<file path="src/hdl/ilie_pkg.sv">
// ilie_pkg: shared constants, opcodes, status codes and types for the indexed list
// used by every file of the indexed_list_insert_erase block; no dependencies
package ilie_pkg;

  localparam int unsigned DEPTH     = 64;
  localparam int unsigned DATA_W    = 64;
  localparam int unsigned OP_W      = 3;
  localparam int unsigned POS_W     = 7;
  localparam int unsigned ST_W      = 2;
  localparam int unsigned CNT_OUT_W = 7;
  localparam int unsigned CNT_W     = $clog2(DEPTH + 1);
  // compare width: holds any position, count or cell index plus one spare bit
  localparam int unsigned CMP_W     = ((CNT_W > POS_W) ? CNT_W : POS_W) + 1;
  localparam int unsigned GRP_SIZE  = 8;
  localparam int unsigned GRP_N     = (DEPTH + GRP_SIZE - 1) / GRP_SIZE;

  typedef enum logic [OP_W-1:0] {
    OP_APPEND = 3'd0,
    OP_INSERT = 3'd1,
    OP_ERASE  = 3'd2,
    OP_READ   = 3'd3,
    OP_WRITE  = 3'd4,
    OP_RESIZE = 3'd5,
    OP_FIRST  = 3'd6,
    OP_LAST   = 3'd7
  } op_e;

  typedef enum logic [ST_W-1:0] {
    ST_OK    = 2'd0,
    ST_RANGE = 2'd1,
    ST_FULL  = 2'd2
  } status_e;

  typedef enum logic [1:0] {
    S_IDLE,
    S_GROUP,
    S_FINAL
  } state_e;

  // command broadcast from the control to every cell
  typedef struct packed {
    logic              load;    // a transaction is accepted this cycle
    logic              apply;   // accepted and passed its checks: the writing ops change the entries
    logic              tap_en;  // the request reads an entry
    op_e               op;
    logic [CMP_W-1:0]  pos;
    logic [CMP_W-1:0]  cnt;
    logic [CMP_W-1:0]  rd_idx;
    logic [DATA_W-1:0] value;
  } cell_cmd_t;

endpackage

</file>
<file path="src/hdl/ilie_cell.sv">
// ilie_cell: one list slot; takes its neighbor's entry on insert or erase
// depends on ilie_pkg for the command struct and opcodes
module ilie_cell (
  input  logic                              clk_i,
  input  logic [ilie_pkg::CMP_W-1:0]        idx_i,
  input  ilie_pkg::cell_cmd_t               cmd_i,
  input  logic [ilie_pkg::DATA_W-1:0]       left_i,
  input  logic [ilie_pkg::DATA_W-1:0]       right_i,
  output logic [ilie_pkg::DATA_W-1:0]       entry_o,
  output logic [ilie_pkg::DATA_W-1:0]       tap_o
);

  localparam int unsigned CW = ilie_pkg::CMP_W;

  logic [ilie_pkg::DATA_W-1:0] entry_d, entry_q;
  logic [ilie_pkg::DATA_W-1:0] tap_d, tap_q;
  logic [CW-1:0]               idx_inc;

  assign idx_inc = idx_i + CW'(1);

  always_comb begin
    entry_d = entry_q;
    if (cmd_i.apply) begin
      unique case (cmd_i.op)
        ilie_pkg::OP_APPEND: begin
          if (idx_i == cmd_i.cnt) entry_d = cmd_i.value;
        end
        ilie_pkg::OP_INSERT: begin
          if (idx_i == cmd_i.pos) begin
            entry_d = cmd_i.value;
          end else if (idx_i > cmd_i.pos && idx_i <= cmd_i.cnt) begin
            entry_d = left_i;
          end
        end
        ilie_pkg::OP_ERASE: begin
          if (idx_i >= cmd_i.pos && idx_inc < cmd_i.cnt) entry_d = right_i;
        end
        ilie_pkg::OP_WRITE: begin
          if (idx_i == cmd_i.pos) entry_d = cmd_i.value;
        end
        ilie_pkg::OP_RESIZE: begin
          // zero fill of the newly exposed slots
          if (idx_i >= cmd_i.cnt && idx_i < cmd_i.pos) entry_d = '0;
        end
        default: begin
          entry_d = entry_q;
        end
      endcase
    end
  end

  assign tap_d = (cmd_i.tap_en && idx_i == cmd_i.rd_idx) ? entry_q : '0;

  always_ff @(posedge clk_i) begin
    entry_q <= entry_d;
    if (cmd_i.load) tap_q <= tap_d;
  end

  assign entry_o = entry_q;
  assign tap_o   = tap_q;

endmodule

</file>
<file path="config.mk">
export PLATFORM = sky130hd
export DESIGN_NAME = ilie_cell
export DESIGN_NICKNAME = d
export VERILOG_FILES = /design/src/hdl/ilie_pkg.sv /design/src/hdl/ilie_cell.sv
export SDC_FILE = /design/constraint.sdc
export NUM_CORES = 1
export LEC_CHECK = 0
export BUFFER_PORTS_ARGS = -buffer_cell sky130_fd_sc_hd__clkbuf_2
export CAP_MARGIN = 20
export CORE_MARGIN = 3
export CORE_UTILIZATION = 25
export DETAILED_ROUTE_END_ITERATION = 6
export PLACE_DENSITY = 0.62
export SYNTH_ARGS = -nofsm -noshare
export SYNTH_HDL_FRONTEND = slang
export SYNTH_SLANG_ARGS = --single-unit
</file>
<file path="constraint.sdc">
create_clock -name clk_i -period 7.75 [get_ports clk_i]
set_input_delay 0.3875 -clock clk_i [delete_from_list [all_inputs] [get_ports clk_i]]
set_output_delay 0.3875 -clock clk_i [all_outputs]
set_load 0.02 [all_outputs]
</file>
# Yosys cells after proc, flatten, opt, wreduce, memory -nomap -nowiden
# Cells that the tools add are included.
# classes
addsub,1
multipliers,0
n_div,0
n_lt_le_gt_ge,6
eq_ne,12
shift,0
n_mux,7
n_bitwise,0
reduce_logical,7
# op_table
op,count
64-bit 2-to-1 mux,6
64-bit one-hot mux with 5 select lines,1
8-bit equality test,3
8-bit >= comparator,2
8-bit < comparator,2
"8-bit by 1-bit adder with 8-bit output, second input constant",1
8-bit > comparator,1
8-bit <= comparator,1
"2-bit inequality test, second input constant",4
7-bit AND reduction,1
"3-bit equality test, second input constant",2
5-bit nonzero test,1
1-bit logical AND,4
"3-bit by 1-bit equality test with 1-bit output, second input constant",1
"3-bit by 2-bit equality test with 1-bit output, second input constant",1
3-bit zero test,1
"3-bit inequality test, second input constant",1
# word_totals
regBits,128
latch_bits,0
mem_bits_rw,0
mem_bits_ro,0
inputBits,231
out_inout_bits,128
word_cells,35
memories,0

# Depth between registers and ports, before layout
# logic_depth
depth_word,5
depth_mapped,10
mapped_depth_nobuf,10

# Least setup slack after synthesis
# OpenSTA, ideal clock, no wires.
# synth_path
kind,input port to flip-flop
from,input port idx_i[0] in the netlist's numbering
to,"register entry_q, in the netlist entry_o[0], enable pin"
setup_time_ns,0.479
t_arrival_ns,4.711
required_time_ns,7.271
setup_slack_ns,2.560
stages,9
n_path_buf,0
cell_sequence,ha_1 and3_1 xor2_1 ha_1 a21o_1 a211oi_1 a31oi_1 or4b_1 a211oi_2
# synth_between
elab_chain_cells,5
elab_cells_between_ends,18
cone_classes,1 x add/sub; 6 x order compare; 7 x eq/ne; 4 x reduce/logical
# synth_rtl
item,line,rtl
start: declaration,ilie_cell.sv:5,"input logic [ilie_pkg::CMP_W-1:0] idx_i,"
8-bit by 1-bit adder with 8-bit output,ilie_cell.sv:19,assign idx_inc = idx_i + CW'(1);
8-bit < comparator,ilie_cell.sv:36,if (idx_i >= cmd_i.pos && idx_inc < cmd_i.cnt) entry_d = right_i;
1-bit logical AND,ilie_cell.sv:36,
2-bit inequality test (no line),n/a,
7-bit AND reduction (no line) *,n/a,
end signal: assignment,ilie_cell.sv:55,entry_q <= entry_d;
end: declaration,ilie_cell.sv:15,"logic [ilie_pkg::DATA_W-1:0] entry_d, entry_q;"
# Every way passes the cells marked *; elsewhere a longest branch is shown, timed or not.
# A chain may end at the register's enable or synchronous reset.

# Worst setup path after layout
# layout_path
from,input port idx_i[1] in the netlist's numbering
to,"register entry_q, in the netlist entry_o[38], enable pin"
# The elaborated chain is that of the path after synthesis.

==> flow_metrics.py <==
metrics = {
    "clocking": {
        "hold_buffers": 0,
        "path_clk_slew_ps": 60,
        "cts_setup_buffers": 0,
        "cts_buffers": 17,
        "cts_buffer_depth": 2,
        "htree_num_levels": 4,
        "clock_latency_ps": 410,
        "clock_sinks": 128,
        "cts_tree": "built",
        "cts_root_buf": "clkbuf_16",
        "cts_resized": 0,
    },
    "power_and_ir_drop": {
        "sequentialPowerShare": 0.437,
        "vdd_ir_drop_max_mv": 0.1223,
        "combPwrFrac": 0.149,
        "p_leak_uw": 0.004311,
        "p_clk_frac": 0.414,
        "power.internal_uw": 1389,
        "power_switching_uw": 476.8,
        "p_sw_frac": 0.2556,
        "p_per_area_mw_per_mm2": 203.6,
    },
    "worst_setup_path": {
        "crit_fanout": 64,
        "cp-end-kind": "flop",
        "crit_path_cell_trace": "clkbuf_2, ha_1, and3_1, nand3_1, xnor2_1, ha_1, and3_1, nand3_1, a31oi_1, or4b_1, a211oi_4, buf_4",
        "crit_slowest_cell": "buf_4",
        "crit_buf_inv": 2,
        "critPathRequiredTime_ps": 7770,
        "critPathTopFamily": "simple AND/OR/NAND/NOR gates",
        "crit_arrival_ps": 3440,
        "critPathKind": "input pin to flop",
        "critPathLaunchType": "input pin",
        "cpPeakStageDelay_ps": 730,
    },
    "layout": {
        "num-fill-cells": 2536,
        "area_growth_pct": 42.27,
        "drive_gt1_frac": 0.4479,
        "final_common_cell": "clkbuf_2",
        "post-route-util": 0.3629,
        "n_antenna_cell": 0,
        "layout_common_cells": "357 x clkbuf_2, 128 x edfxtp_1, 68 x nand2_1",
        "nets": 1137,
    },
    "run": {
        "cap_violations": 0,
    },
    "sta": {
        "finClkSkew_ps": 8.011,
        "setup_tns_ps": 0,
        "finalCritPeriodShare": 0.4411,
        "timing.fmax_mhz": 292.5,
        "max-slew-margin-rel": 0.3948,
        "rsz0062_at_grt": "false",
        "max_slew.worst_pin.slew_ps": 907.8,
        "slew_violations": 0,
        "hold_viol_final": 0,
        "setup_viol": 0,
        "period_needed_ps": 3419,
    },
    "synth": {
        "async_flop_share": 0,
        "yosys_warnings": 0,
        "ys_ff_latch": 128,
        "ys_top_cells_by_area": "edfxtp_1 60%, mux2i_1 9.9%, and2_1 6.2%",
        "synth_ff_type": "edfxtp_1",
        "synth_nets": 783,
        "syn-mean-instance-area_sq_um": 12.22,
        "ys_seq_area_frac": 0.5967,
        "synthCells": 527,
        "yosysTopAreaCell": "edfxtp_1",
        "synth_top_area_share": 0.5967,
        "synth.distinct_cells": 35,
        "syn-cell-area_sq_mm": 0.006441,
        "synth_edf_count": 128,
    },
    "detailed_routing": {
        "drc": 0,
        "viasPerCell": 4.330,
        "vias": 5295,
        "postRouteWirelength_mm": 20.03,
        "antenna_left": 0,
        "dr.pass1.iters": 6,
        "initialDrtViolationCount": 217,
        "wl_per_cell_microns": 16.38,
    },
    "grt": {
        "grt_overflow": 0,
        "grt_pass1_wl_mm": 30.35,
        "track_usage": 0.1409,
        "grt_max_degree": 67,
        "grt_pass1_vias": 5488,
        "antenna_found_initial": 0,
    },
    "floorplanning": {
        "fp-row-count": 58,
        "fp.dieW_microns": 166.5,
        "ioPinCount": 359,
        "initial_core_util": 0.2551,
        "dieArea_sq_mm": 0.02773,
        "die_height_microns": 166.5,
        "core_sq_mm": 0.02525,
    },
    "hold_path": {
        "hp-class": "input pin to flop",
    },
    "status": {
        "outcome": "finished clean",
    },
    "placement": {
        "gp_congestion": 0.8231,
        "buffer_ports.inserted": 358,
        "dp_hpwl_mm": 15.19,
    },
}
-- registers in the layout, indices dropped and copies added, names as in the netlist --
name / count
entry_o: 64
tap_o: 64
-- cell type report --
class	count	area [sq um]	share of cell area
Multi-Input combinational cell	353	2414	0.2634
Inverter	18	67.56	0.007373
Clock inverter	14	143.9	0.01570
Clock buffer	17	425.4	0.04642
Timing Repair Buffer	363	1857	0.2026
Tap cell	330	412.9	0.04506
Sequential cell	128	3844	0.4194
-- path summary, 6_finish.rpt --
path / startpoint / to / slack, ps / depth (start not counted)
max: idx_i[1] / entry_o[38] / 4330 / 12
min: right_i[57] / entry_o[57] / 260 / 3
max reg2reg: entry_o[63] / tap_o[63] / 6880 / 1
min reg2reg: entry_o[55] / tap_o[55] / 540 / 1
-- logic make-up (layout without fill, tap and decap cells) --
group	after synthesis	in the layout	synth area share
muxes	64	64	0.09946
adders and majority gates	25	25	0.04856
AOI/OAI and AO/OA	90	90	0.07653
and+or+nand+nor	160	160	0.1278
buffers and inverters	46	412	0.03186
xor gates and xnor gates	14	14	0.01904
DFF	128	128	0.5967
-- per-layer routing --
metal / vias up / share of wire / track usage
li1: 2614 / - / -
met3: 25 / 0.074 / 0.04344
met2: 231 / 0.51 / 0.2520
met1: 2425 / 0.39 / 0.1597
met5: - / 0 / 0
met4: 0 / 0.020 / 0.04806
-- synthesized netlist by cell type (4+ instances only) --
library cell / number
a21o_1: 4
inv_1: 17
and2_1: 64
nand4_1: 6
o21ai_0: 4
o21ai_1: 65
edfxtp_1: 128
a21oi_1: 6
xor2_1: 5
clkbuf_1: 19
ha_1: 25
nand2_1: 68
buf_4: 6
mux2i_1: 64
nand3_1: 5
nor2_1: 4
xnor2_1: 9
-- power groups by stage --
stage	logic (uW)	clock network (uW)	registers [uW]
after floorplan	105	0	870
after global placement	279	0	830
after detailed placement	283	0	831
after CTS	284	793	817
after global routing	307	824	820
final	279	771	816
-- per-stage QoR --
step | total power, uW | hold slack [ps] | cells | cell area, sq um | setup slack, ps
floorplan | 975.1 | 500.0 | 527 | 6441 | 2560
global placement | 1109 | 528.8 | 1190 | 8554 | 3976
detailed placement | 1114 | 536.1 | 1190 | 8554 | 3898
CTS | 1894 | 235.3 | 1221 | 9124 | 4333
global route | 1952 | 260.9 | 1223 | 9164 | 4143
finish | 1866 | 258.5 | 1223 | 9164 | 4331
(Power assumes the default switching activity.)
